===== config.mk =====
export PLATFORM = sky130hd
export DESIGN_NAME = multi_echo_first_arrival_timer_unit
export DESIGN_NICKNAME = d
export VERILOG_FILES = /design/src/design/mefat_pkg.sv /design/src/design/mefat_lane.sv /design/src/design/mefat_merge.sv /design/src/design/mefat_ctrl.sv /design/src/design/multi_echo_first_arrival_timer_unit.sv
export SDC_FILE = /design/constraint.sdc
export NUM_CORES = 1
export LEC_CHECK = 0
export BUFFER_PORTS_ARGS = -buffer_cell sky130_fd_sc_hd__buf_4
export CAP_MARGIN = 20
export CORE_MARGIN = 4
export CORE_UTILIZATION = 55
export DETAILED_ROUTE_END_ITERATION = 8
export GPL_ROUTABILITY_DRIVEN = 0
export PLACE_DENSITY = 0.8
export SLEW_MARGIN = 20
export SYNTH_ARGS = -nofsm -noshare
export SYNTH_HDL_FRONTEND = slang
export SYNTH_HIERARCHICAL = 1
export SYNTH_SLANG_ARGS = --single-unit

===== constraint.sdc =====
create_clock -name clk -period 5.19 [get_ports clk]
set_input_delay 0.2595 -clock clk [delete_from_list [all_inputs] [get_ports clk]]
set_output_delay 0.2595 -clock clk [all_outputs]
set_load 0.005 [all_outputs]

===== src/design/mefat_pkg.sv =====
// Shared types and constants for the multi-echo first-arrival timer.
// No dependencies; imported by every module of the block.
package mefat_pkg;

  // Number of sensors (2..8); echo lines beyond the input width read low
  localparam int NUM_SENSORS = 8;
  localparam int ECHO_W      = 8;
  localparam int NEAREST_W   = 3;
  localparam int ELAPSED_W   = 21;
  localparam int TIMEOUT_W   = 20;
  localparam int TRIG_W      = 8;
  localparam int CFG_IDX_W   = 1;
  localparam int CFG_DATA_W  = 20;

  localparam logic [ELAPSED_W-1:0] ELAPSED_MAX = {ELAPSED_W{1'b1}};
  localparam logic [TIMEOUT_W-1:0] TIMEOUT_RST = TIMEOUT_W'(123694);
  localparam logic [TRIG_W-1:0]    TRIG_RST    = TRIG_W'(10);

  // Configuration register indexes
  localparam logic [CFG_IDX_W-1:0] REG_TIMEOUT = 1'b0;
  localparam logic [CFG_IDX_W-1:0] REG_TRIGGER = 1'b1;

  typedef enum logic [3:0] {
    PH_IDLE      = 4'b0001,
    PH_TRIGGER   = 4'b0010,
    PH_WAIT_HIGH = 4'b0100,
    PH_WAIT_DROP = 4'b1000
  } phase_t;

  // One lane's view of its echo line
  typedef struct packed {
    logic high;
    logic first_low;
  } lane_t;

  // One result word
  typedef struct packed {
    logic                 trigger_out;
    logic                 result_valid;
    logic [NEAREST_W-1:0] nearest_sensor;
    logic [ELAPSED_W-1:0] elapsed_ticks;
    logic                 timed_out;
  } result_t;

endpackage


===== src/design/mefat_lane.sv =====
// One sensor lane: echo level and first-low detection along the prefix chain.
// Depends on mefat_pkg.
module mefat_lane (
  input  logic            echo_bit,
  input  logic            lower_high,
  output mefat_pkg::lane_t lane,
  output logic            prefix_high
);
  import mefat_pkg::*;

  // This lane is the first low line when every lower line is high
  assign lane.high      = echo_bit;
  assign lane.first_low = lower_high & ~echo_bit;
  assign prefix_high    = lower_high & echo_bit;

endmodule


===== src/design/mefat_merge.sv =====
// Merges lane flags into the all-high status and the nearest sensor index.
// Depends on mefat_pkg.
module mefat_merge (
  input  mefat_pkg::lane_t                      lanes [mefat_pkg::NUM_SENSORS],
  output logic                                  all_high,
  output logic [mefat_pkg::NEAREST_W-1:0]       nearest
);
  import mefat_pkg::*;

  logic [NUM_SENSORS-1:0] high_vec;
  logic [NUM_SENSORS-2:0] first_vec;

  always_comb begin
    for (int i = 0; i < NUM_SENSORS; i++) begin
      high_vec[i] = lanes[i].high;
    end
    for (int i = 0; i < NUM_SENSORS - 1; i++) begin
      first_vec[i] = lanes[i].first_low;
    end
  end

  assign all_high = &high_vec;

  // first_vec is one-hot or zero, so an OR of indexes encodes it
  always_comb begin
    nearest = '0;
    for (int i = 0; i < NUM_SENSORS - 1; i++) begin
      if (first_vec[i]) begin
        nearest = nearest | NEAREST_W'(i);
      end
    end
    if (first_vec == '0) begin
      nearest = NEAREST_W'(NUM_SENSORS - 1);
    end
  end

endmodule


===== src/design/mefat_ctrl.sv =====
// Sequencer: request edge, trigger pulse, elapsed counter and timeout check,
// plus the configuration registers. Depends on mefat_pkg.
module mefat_ctrl (
  input  logic                               clk,
  input  logic                               rst_n,
  input  logic                               cfg_wr_en,
  input  logic [mefat_pkg::CFG_IDX_W-1:0]    cfg_index,
  input  logic [mefat_pkg::CFG_DATA_W-1:0]   cfg_wdata,
  input  logic                               acc,
  input  logic                               req,
  input  logic                               all_high,
  input  logic [mefat_pkg::NEAREST_W-1:0]    nearest,
  output mefat_pkg::result_t                 res
);
  import mefat_pkg::*;

  logic [TIMEOUT_W-1:0] timeout_r;
  logic [TRIG_W-1:0]    trig_len_r;
  logic                 prev_req_r;
  phase_t               phase_r, phase_nxt;
  logic [TRIG_W-1:0]    pulse_r, pulse_nxt;
  logic [ELAPSED_W-1:0] elapsed_r, elapsed_nxt;
  logic [ELAPSED_W-1:0] elapsed_inc;
  logic [TRIG_W-1:0]    pulse_dec;

  // Configuration writes
  always_ff @(posedge clk) begin
    if (!rst_n) begin
      timeout_r  <= TIMEOUT_RST;
      trig_len_r <= TRIG_RST;
    end else if (cfg_wr_en) begin
      unique case (cfg_index)
        REG_TIMEOUT: timeout_r  <= cfg_wdata[TIMEOUT_W-1:0];
        REG_TRIGGER: trig_len_r <= cfg_wdata[TRIG_W-1:0];
        default: ;
      endcase
    end
  end

  // Saturating count and pulse decrement
  assign elapsed_inc = (elapsed_r == ELAPSED_MAX) ? elapsed_r : elapsed_r + 1'b1;
  assign pulse_dec   = pulse_r - 1'b1;

  // Next state and result word
  always_comb begin
    phase_nxt   = phase_r;
    pulse_nxt   = pulse_r;
    elapsed_nxt = elapsed_r;
    res         = '0;
    unique case (phase_r)
      PH_IDLE: begin
        if (prev_req_r && !req) begin
          res.trigger_out = 1'b1;
          if (trig_len_r <= TRIG_W'(1)) begin
            phase_nxt   = PH_WAIT_HIGH;
            elapsed_nxt = '0;
          end else begin
            phase_nxt = PH_TRIGGER;
            pulse_nxt = trig_len_r - 1'b1;
          end
        end
      end
      PH_TRIGGER: begin
        res.trigger_out = 1'b1;
        pulse_nxt       = pulse_dec;
        if (pulse_dec == '0) begin
          phase_nxt   = PH_WAIT_HIGH;
          elapsed_nxt = '0;
        end
      end
      PH_WAIT_HIGH: begin
        elapsed_nxt = elapsed_inc;
        if (all_high) begin
          phase_nxt = PH_WAIT_DROP;
        end
      end
      PH_WAIT_DROP: begin
        elapsed_nxt = elapsed_inc;
        if (!all_high) begin
          res.result_valid   = 1'b1;
          res.nearest_sensor = nearest;
          res.elapsed_ticks  = elapsed_inc;
          phase_nxt          = PH_IDLE;
        end else if (elapsed_inc > {1'b0, timeout_r}) begin
          // timeout: report and re-arm without a new trigger
          res.result_valid   = 1'b1;
          res.timed_out      = 1'b1;
          res.nearest_sensor = nearest;
          res.elapsed_ticks  = elapsed_inc;
          phase_nxt          = PH_WAIT_HIGH;
          elapsed_nxt        = '0;
        end
      end
      default: phase_nxt = PH_IDLE;
    endcase
  end

  // State advances once per accepted tick
  always_ff @(posedge clk) begin
    if (!rst_n) begin
      prev_req_r <= 1'b1;
      phase_r    <= PH_IDLE;
      pulse_r    <= '0;
      elapsed_r  <= '0;
    end else if (acc) begin
      prev_req_r <= req;
      phase_r    <= phase_nxt;
      pulse_r    <= pulse_nxt;
      elapsed_r  <= elapsed_nxt;
    end
  end

  // A result only ends an echo wait
  a_result_from_drop: assert property (@(posedge clk) disable iff (!rst_n)
    res.result_valid |-> phase_r == PH_WAIT_DROP)
    else $error("result outside echo wait");

  // Echo drop returns to idle
  a_drop_to_idle: assert property (@(posedge clk) disable iff (!rst_n)
    acc && phase_r == PH_WAIT_DROP && !all_high |=> phase_r == PH_IDLE)
    else $error("echo drop did not return to idle");

  // Trigger drive only in idle or pulse phases
  a_trigger_phase: assert property (@(posedge clk) disable iff (!rst_n)
    res.trigger_out |-> phase_r == PH_IDLE || phase_r == PH_TRIGGER)
    else $error("trigger driven while measuring");

  // Timeout restarts the count
  a_timeout_rearm: assert property (@(posedge clk) disable iff (!rst_n)
    acc && res.timed_out |=> phase_r == PH_WAIT_HIGH && elapsed_r == '0)
    else $error("timeout did not re-arm");

endmodule


===== src/design/multi_echo_first_arrival_timer_unit.sv =====
// Top level of the multi-echo first-arrival timer: sensor lanes, merge,
// sequencer and output register. Depends on mefat_pkg and all mefat_ modules.
//
// Usage:
//   The input channel carries one word per sampled tick: the request line
//   level and the echo line levels. Every accepted word yields exactly one
//   result word: the trigger drive level, a result flag, and on a result the
//   nearest sensor, the elapsed tick count and a timeout flag.
//   A word accepted at an edge shows its result at the output register from
//   the next cycle on. Throughput is one word per cycle while the receiver
//   keeps taking results; the output register lets a new word in while the
//   previous result is taken in the same cycle.
//   If the receiver stalls, the held result blocks in_ready until it is
//   taken; no word is lost or repeated.
//   Reset (synchronous, active low) puts the sequencer in idle with the
//   request line taken as high, clears the counters, empties the output
//   register and loads the default timeout and trigger length.
//   Configuration writes take effect at the edge where cfg_wr_en is high and
//   are meant for when the block is idle.
module multi_echo_first_arrival_timer_unit (
  input  logic                                  clk,
  input  logic                                  rst_n,
  input  logic                                  cfg_wr_en,
  input  logic [mefat_pkg::CFG_IDX_W-1:0]       cfg_index,
  input  logic [mefat_pkg::CFG_DATA_W-1:0]      cfg_wdata,
  input  logic                                  in_valid,
  output logic                                  in_ready,
  input  logic                                  in_request_level,
  input  logic [mefat_pkg::ECHO_W-1:0]          in_echo_levels,
  output logic                                  out_valid,
  input  logic                                  out_ready,
  output logic                                  out_trigger_out,
  output logic                                  out_result_valid,
  output logic [mefat_pkg::NEAREST_W-1:0]       out_nearest_sensor,
  output logic [mefat_pkg::ELAPSED_W-1:0]       out_elapsed_ticks,
  output logic                                  out_timed_out
);
  import mefat_pkg::*;

  logic                 in_acc;
  logic [NUM_SENSORS-1:0] echo_bits;
  logic [NUM_SENSORS:0]   prefix;
  lane_t                lanes [NUM_SENSORS];
  logic                 all_high;
  logic [NEAREST_W-1:0] nearest;
  result_t              res;
  result_t              out_word_r;
  logic                 out_valid_r;

  assign in_ready = !out_valid_r || out_ready;
  assign in_acc   = in_valid && in_ready;

  // Sensor lanes; lines beyond the input width read low
  assign prefix[0] = 1'b1;
  for (genvar i = 0; i < NUM_SENSORS; i++) begin : g_lane
    if (i < ECHO_W) begin : g_in
      assign echo_bits[i] = in_echo_levels[i];
    end else begin : g_low
      assign echo_bits[i] = 1'b0;
    end
    mefat_lane u_lane (
      .echo_bit   (echo_bits[i]),
      .lower_high (prefix[i]),
      .lane       (lanes[i]),
      .prefix_high(prefix[i+1])
    );
  end

  mefat_merge u_merge (
    .lanes   (lanes),
    .all_high(all_high),
    .nearest (nearest)
  );

  mefat_ctrl u_ctrl (
    .clk      (clk),
    .rst_n    (rst_n),
    .cfg_wr_en(cfg_wr_en),
    .cfg_index(cfg_index),
    .cfg_wdata(cfg_wdata),
    .acc      (in_acc),
    .req      (in_request_level),
    .all_high (all_high),
    .nearest  (nearest),
    .res      (res)
  );

  // Output register
  always_ff @(posedge clk) begin
    if (!rst_n) begin
      out_valid_r <= 1'b0;
    end else if (in_acc) begin
      out_valid_r <= 1'b1;
    end else if (out_ready) begin
      out_valid_r <= 1'b0;
    end
  end

  always_ff @(posedge clk) begin
    if (in_acc) begin
      out_word_r <= res;
    end
  end

  assign out_valid          = out_valid_r;
  assign out_trigger_out    = out_word_r.trigger_out;
  assign out_result_valid   = out_word_r.result_valid;
  assign out_nearest_sensor = out_word_r.nearest_sensor;
  assign out_elapsed_ticks  = out_word_r.elapsed_ticks;
  assign out_timed_out      = out_word_r.timed_out;

endmodule


[Yosys cells after proc, flatten, opt, wreduce, memory -nomap -nowiden]
Index checks and enable logic that the tools add are counted.
Widths: inputs -> output; s select.
Word-level totals
  output and inout bits: 29
  bits of input ports: 35
  register bits: 90
  logic and storage cells: 94
Operators by class
  $lt $le $gt $ge: 2
  reductions and logical operators: 17
  add/subtract/negate cells: 3
  bitwise gates (word level): 19
  equal/unequal tests: 11
  mux-type cells: 30
Operator list (count)
  $mux 21: 6
  $pmux 21 s4: 1
  $mux 26: 1
  $mux 25: 1
  $add 21x1->21 const B: 1
  $eq 21x21->1 const B: 1
  $gt 21x20->1: 1
  $mux 4: 5
  $mux 8: 2
  $pmux 4 s4: 1
  $pmux 8 s2: 1
  $sub 8x1->8 const B: 2
  $mux 3: 5
  $and 1x1->1: 11
  $reduce_and 5->1: 2
  $reduce_and 9->1: 1
  $le 8x1->1 const B: 1
  $logic_not 8->1: 1
  $ne 2x1->1 const B: 4
  $not 1->1: 8
  $reduce_and 8->1: 1
  $logic_not 7->1: 1
  $eq 4x1->1 const B: 1
  $eq 4x2->1 const B: 1
  14 further kinds: 22

[Depth between registers and ports, before layout]
Gate-level depths: netlist of the first run.
  depth in word-level cells: 11
  mapped depth: 19
  depth with buffers taken out: 18

[Cells and area by module]
The synthesis of the first run kept the hierarchy.
By module, submodules not included
  mefat_ctrl: area an instance 3880.0 um2, instances 1, seq. area each 1241.2 um2, cells each 528
  multi_echo_first_arrival_timer_unit: area an instance 872.1 um2, instances 1, seq. area each 830.8 um2, cells each 33
  mefat_lane: area an instance 23.8 um2, instances 8, seq. area each 0.0 um2, cells each 3
  mefat_merge: area an instance 57.6 um2, instances 1, seq. area each 0.0 um2, cells each 9

[Least setup slack after synthesis of the first run]
No wires, ideal clock.
  path type: reg-to-reg
  from: register u_ctrl.elapsed_r[1]
  to: register out_word_r (netlist bit out_elapsed_ticks[16]) (data pin)
  setup slack: 1.281 ns
  library setup time: 0.263 ns
  required time: 4.927 ns
  data arrival time: 3.646 ns
  buffers on the path: 1
  stages on the path, launching flop included: 19
  cells stage by stage: dfxtp_1 ha_1 nand4_1 nor2_1 nand3_1 nand4_1 nor2_1 and3_1 xnor2_1 inv_1 ha_1 nand4_1 nor4_1 nand4_1 a21boi_0 nand2_1 nand2_1 buf_2 nor2_1
Between the ends
  cells in the longest elaborated chain, start to end: 5
Ends and longest elaborated chain
  start: declaration: line mefat_ctrl.sv:22  | logic [ELAPSED_W-1:0] elapsed_r, elapsed_nxt;
  start signal: assignment: line mefat_ctrl.sv:109  | elapsed_r <= elapsed_nxt;
  $add 21x1->21 / $eq 21x21->1 (equally long branches): line mefat_ctrl.sv:41  | assign elapsed_inc = (elapsed_r == ELAPSED_MAX) ? elapsed_r : elapsed_r + 1'b1;
  $mux 21 *: line mefat_ctrl.sv:41
  $gt 21x20->1: line mefat_ctrl.sv:84  | end else if (elapsed_inc > {1'b0, timeout_r}) begin
  $mux 26: line mefat_ctrl.sv:84
  $mux 25 *: line mefat_ctrl.sv:79  | if (!all_high) begin
  end signal: assignment: line multi_echo_first_arrival_timer_unit.sv:101  | out_word_r <= res;
  end: declaration: line multi_echo_first_arrival_timer_unit.sv:47  | result_t out_word_r;
Every way passes the cells marked *; elsewhere a longest branch is shown, timed or not.
A chain may end at the register's enable or synchronous reset.

[Final worst setup path of the first run]
  from: register u_ctrl.elapsed_r[0]
  to: register out_word_r (netlist bit out_elapsed_ticks[8]) (data pin)
Same word-level chain as after synthesis.

==> impl_metrics.toml, run 1 <==
[clock_tree]
clock_path_buffers = 2
h-tree-depth = 3
cts_tree = "yes"
clkTransAtPathRegs_ps = 80
cts_sinks = 90
ctsResizeCount = 0
root_buffer = "clkbuf_8"
insertion_delay_ps = 360
cts_buffers = 9
holdBufCountCts = 0
cts_post_setup_buffers_inserted = 0

[cells_and_area]
n_fill_cell = 739
drive_gt1_share_pct = 17.1
final_cells = 752
area_growth_pct = 14.3
finalInstanceArea_um2 = 5690
final_net_count = 699
diodes = 0

[global_route]
antenna_found_initial = 0
grt_use_total_pct = 22.8
grt_max_degree = 31
grt_overflow = 0
grt_pass1_wl_um = 19100
grt_pass1_vias = 4070

[floorplan]
io_pins = 64
chipHeight_um = 103
rows = 34
fp.coreArea_um2 = 8760
die_w_um = 103
start_util_pct = 56.8
dieArea_um2 = 10600

[drt]
ant_nets = 0
drt-initial-drc-count = 321
drc = 0
via_per_inst = 5.80
wl_per_cell_um = 15.4
first_pass_iters = 5
vias = 4363
wl_um = 11600

[timing]
rsz0062_at_grt = "no"
slew_headroom_pct = 30.6
fin_crit_sh_pct = 92.1
finalHoldViolCount = 0
drv_slew = 0
layout_min_cycle_time_ps = 4780
setup_tns_ps = 0
skew_ps = 6.34
tightestPinTransition_ps = 1040
fmax_ghz = 0.209
finalSetupViolCount = 0

[critical_path]
start_kind = "flop"
cpMaxStageDelayCell = "dfxtp_1"
slowest_delay_ps = 480
crit_chain = "ha_1 -> nand4_1 -> nor2_1 -> nand3_1 -> nand4_1 -> nor2_1 -> and3_1 -> xnor2_1 -> inv_1 -> ha_1 -> nand4_1 -> nor4_1 -> nand4_1 -> a21boi_0 -> nand2_1 -> nand2_4 -> nor2_1"
cp_max_fo = 18
cpMostUsedCell = "nand4_1"
end_kind = "flop"
arrival_ps = 4870
crit_type = "flop to flop"
cp.required_ps = 5280

[placement]
placement.io_buffers = 63
place_inst = 735
dp.final_hpwl_um = 8430
placed_area_um2 = 5450

[synthesis]
syn_inst = 591
yosysWarnings = 6
synth.cell_area_um2 = 4980
avgSynthCellArea_um2 = 8.42

[status]
status = "completed"

[run]
cap_violations = 0

[pwr]
peakVddDrop_mv = 0.144
power_density_nw_per_um2 = 269
p_leak_nw = 2.42

[hold_path]
hold_class = "input pin to flop"
[layout make-up]
class	count	area, µm²	area share, %
clock buffer	11	151	2.66
clock inverter	5	76.3	1.34
inverter	45	169	2.97
multi-input combinational	427	2590	45.6
sequential	90	2070	36.4
tap	108	135	2.38
timing repair buffer	66	493	8.67
[sequential cells by signal, indices dropped and copies added, names as in the netlist, 3 cells and up]
| signal | flops |
|---|---|
| out_elapsed_ticks | 21 |
| u_ctrl/pulse_r | 8 |
| out_nearest_sensor | 3 |
| u_ctrl/timeout_r | 20 |
| u_ctrl/elapsed_r | 21 |
| u_ctrl/trig_len_r | 8 |
| u_ctrl/phase_r | 4 |
[through the flow]
step | hold WS, ps | utilization, % | total power, mW | setup slack (ps)
after global routing | 133 | 64.9 | 1.60 | 56.2
after global placement | 446 | 62.2 | 1.00 | 630
final | 127 | 64.9 | 1.53 | 408
after detailed placement | 450 | 62.2 | 1.01 | 355
after CTS | 121 | 64.8 | 1.54 | 279
after floorplan | 383 | - | 0.943 | 1280
[critical path: cells and delay by family, from the launching register on]
| kind | cells | cell delay (ps) |
|---|---|---|
| XOR/XNOR | 1 | 300 |
| flip-flops | 1 | 480 |
| AND/OR/NAND/NOR | 12 | 2620 |
| adder cells (fa/ha/maj) | 2 | 600 |
| AO/OA/AOI/OAI | 1 | 430 |
| buffers and inverters | 1 | 80 |
[cells in the final DEF (no fill, tap or decap), types with 3 or more instances in the layout]
cell and count:
nand2_1 96, buf_4 65, dfxtp_1 63, nor2_1 45, inv_1 44, a21oi_1 39
o21ai_0 31, edfxtp_1 27, ha_1 25, nand3_1 23, nor3_1 17, xor2_1 13
nand4_1 12, o211ai_1 12, clkbuf_8 11, and3_1 10, nand2b_1 10, and2b_2 7
xnor2_1 7, and2_2 6, nor4_1 6, mux2i_1 4, a211oi_1 4, o21bai_1 4
nor2b_1 3, nor3b_1 3, a211o_1 3, a22o_1 3, o41ai_1 3
[metal layers]
layer	wire, µm	vias to the layer above	global-route usage, %
met5	0	-	0
met4	289	0	8.57
met3	724	28	4.33
met2	5320	157	36.8
met1	5230	2034	30.5
li1	-	2144	-
[power breakdown]
part           internal, mW  leakage (nW)  switching (mW)  total [mW]
logic                0.0952          1.52           0.119       0.214
registers             0.756         0.787          0.0266       0.783
clock network         0.295         0.113           0.241       0.536
[final timing paths]
check | start | to | slack [ps] | depth (start not counted)
setup / recovery | u_ctrl/elapsed_r[0] | out_elapsed_ticks[8] | 410 | 17
hold reg to reg | u_ctrl/timeout_r[11] | u_ctrl/timeout_r[11] | 460 | 2
setup reg to reg | u_ctrl/elapsed_r[0] | out_elapsed_ticks[8] | 410 | 17
hold / removal | in_request_level | u_ctrl/prev_req_r | 130 | 3
Note: power is estimated with default switching activity, not from simulation.
==> inputs of run 2 (changes only) <==
--- a/config.mk
+++ b/config.mk
@@ -7,7 +7,7 @@
 export LEC_CHECK = 0
 export BUFFER_PORTS_ARGS = -buffer_cell sky130_fd_sc_hd__buf_4
 export CAP_MARGIN = 20
-export CORE_MARGIN = 4
+export CORE_MARGIN = 2
 export CORE_UTILIZATION = 55
 export DETAILED_ROUTE_END_ITERATION = 8
 export GPL_ROUTABILITY_DRIVEN = 0
@@ -15,5 +15,4 @@
 export SLEW_MARGIN = 20
 export SYNTH_ARGS = -nofsm -noshare
 export SYNTH_HDL_FRONTEND = slang
-export SYNTH_HIERARCHICAL = 1
 export SYNTH_SLANG_ARGS = --single-unit
==> run 2 against run 1 <==
  * Synthesized area up 3.9%
  * Highest routed layer unchanged
  * Routed wire length grew 13%
  * Setup slack improved by 660 ps
  * Synthesized cell count grew 3.6%
  * Clock skew up 8.0 ps
==> impl_metrics.toml, run 2 <==
[pwr]
comb_power_share_pct = 15.5
p_leak_nw = 2.27
p_clk_share_pct = 34.4
peakVddDrop_mv = 0.197
swShare_pct = 27.3
p_seq_share_pct = 50.1
power_density_nw_per_um2 = 268
internal-power_mw = 1.16
power_switching_mw = 0.433

[global_route]
grt_use_total_pct = 27.2
grt.busiest_layer = "met2"
grt_pass1_vias = 4467
grt_use_met3_pct = 3.54
grt_overflow = 0
antenna_found_initial = 0
gr-usage-met2_pct = 43.6
grt_max_degree = 38
gr-usage-met1_pct = 37.7
grt_pass1_wl_um = 22100

[timing]
setup_tns_ps = 0
layout_min_cycle_time_ps = 4120
drv_slew = 0
finalSetupViolCount = 0
fmax_ghz = 0.243
tightestPinTransition_ps = 1160
finalHoldViolCount = 0
rsz0062_at_grt = "no"
fin_crit_sh_pct = 79.4
skew_ps = 14.3
slew_headroom_pct = 21.8

[drt]
wl_per_cell_um = 16.9
via_per_inst = 6.24
drc = 0
vias = 4830
first_pass_iters = 7
drt-initial-drc-count = 533
wl_um = 13100
ant_nets = 0

[critical_path]
cp.required_ps = 5320
crit_type = "flop to flop"
end_kind = "flop"
arrival_ps = 4250
worstSetupStartpoint = "u_ctrl.elapsed_r[0]"
cp_max_fo = 24
start_kind = "flop"
r2r-start = "u_ctrl.elapsed_r[0]"

[clock_tree]
cts_tree = "yes"
cts_buffers = 9
h-tree-depth = 3
cts_post_setup_buffers_inserted = 0
clock_path_buffers = 2
clkTransAtPathRegs_ps = 100
root_buffer = "clkbuf_8"
cts_sinks = 90
ctsResizeCount = 0
insertion_delay_ps = 370
holdBufCountCts = 0

[floorplan]
start_util_pct = 56.2
io_pins = 64
dieArea_um2 = 10200
fp.coreArea_um2 = 9200
chipHeight_um = 101
rows = 35
die_w_um = 101

[synthesis]
synth_edf_count = 27
seq_area_frac_synth_pct = 40.1
yosysMostFrequentCell = "nand2_1"
ys_types = 60
syn_inst = 612
synthTopCellsByArea = "dfxtp_1, edfxtp_1, nand3_1"
yosys.area.top_type = "dfxtp_1"
avgSynthCellArea_um2 = 8.45
syn_nets = 672
synth_common_cells = "nand2_1, nand3_1, dfxtp_1, a21oi_1, inv_1"
synthArstFlopShare_pct = 0
synth.cell_area_um2 = 5170
ys_dominant_reg_cell = "dfxtp_1"
synth_top_area_share_pct = 24.4
ys_ff_latch = 90
yosysWarnings = 0

[hold_path]
min_from = "cfg_wdata[3]"
hold_class = "input pin to flop"

[cells_and_area]
area_growth_pct = 14.6
final_cell_mix = "nand2_1, nand3_1, buf_4, dfxtp_1"
final_common_cell = "nand2_1"
final_cells = 774
n_fill_cell = 734
seq_area_um2 = 2070
drive_gt1_share_pct = 15.4
diodes = 0
multiInputGateArea_um2 = 2830
final_net_count = 718

[status]
status = "completed"

[placement]
place_inst = 758
placement.io_buffers = 63
dp.final_hpwl_um = 9310

[run]
cap_violations = 0
## run 2: final cells by class
type,count,area share (%)
clock buffers,11,2.38
clock inverters,5,1.43
repair buffers,71,8.99
well taps,111,2.34
flip-flops and latches,90,34.9
inverters,34,2.15
multi-input cells,452,47.8
## run 2: cell families (layout without fill, tap and decap cells)
logic type                 count (synthesis)  in the layout  synth area share [%]
buffers and inverters                     70            121                  5.39
and+or+nand+nor                          276            276                  28.3
adders and majority gates                 25             25                  6.05
AOI/OAI and AO/OA                        127            127                  16.0
DFF                                       90             90                  40.1
xor gates and xnor gates                  20             20                  3.39
muxes                                      4              4                 0.798
## run 2: final timing paths
| check | endpoint | slack [ps] | cells past startpoint |
|---|---|---|---|
| max | out_nearest_sensor[0] | 1070 | 13 |
| min | u_ctrl.trig_len_r[3] | 130 | 3 |
| max reg2reg | out_nearest_sensor[0] | 1070 | 13 |
| min reg2reg | u_ctrl.timeout_r[10] | 460 | 2 |
## run 2: worst max-delay path, cell delays in order, from the launching register on
cell and delay (ps):
dfxtp_1 450, ha_1 240, nand3_1 130, nor4_2 450
o21ai_0 300, xnor2_1 420, ha_1 210, nand4_1 140
nor4_1 420, o21ai_0 220, nand4_1 150, a21oi_1 80
buf_4 220, a2111oi_0 460
## run 2: per-layer routing
layer	wire [µm]	part of all wire [%]
met5	0	0
met2	6170	47
met3	1070	8.2
met4	185	1.4
met1	5630	43
## run 2: power groups by stage
stage | Sequential (mW) | Clock, mW | Combinational (mW)
after floorplan | 0.798 | 0 | 0.173
after global placement | 0.809 | 0 | 0.236
after detailed placement | 0.811 | 0 | 0.243
after CTS | 0.795 | 0.552 | 0.246
after global routing | 0.801 | 0.580 | 0.274
final | 0.796 | 0.546 | 0.247
## run 2: through the flow
stage	hold slack, ps	total power, mW	cell area [µm²]	setup slack [ps]	util, %
3_3_place_gp	446	1.04	5700	1440	62.0
4_1_cts	112	1.59	5930	1160	64.5
5_1_grt	131	1.66	5930	646	64.5
2_1_floorplan	384	0.971	5170	1610	-
6_report	126	1.59	5930	1070	64.5
3_5_place_dp	450	1.05	5700	1220	62.0
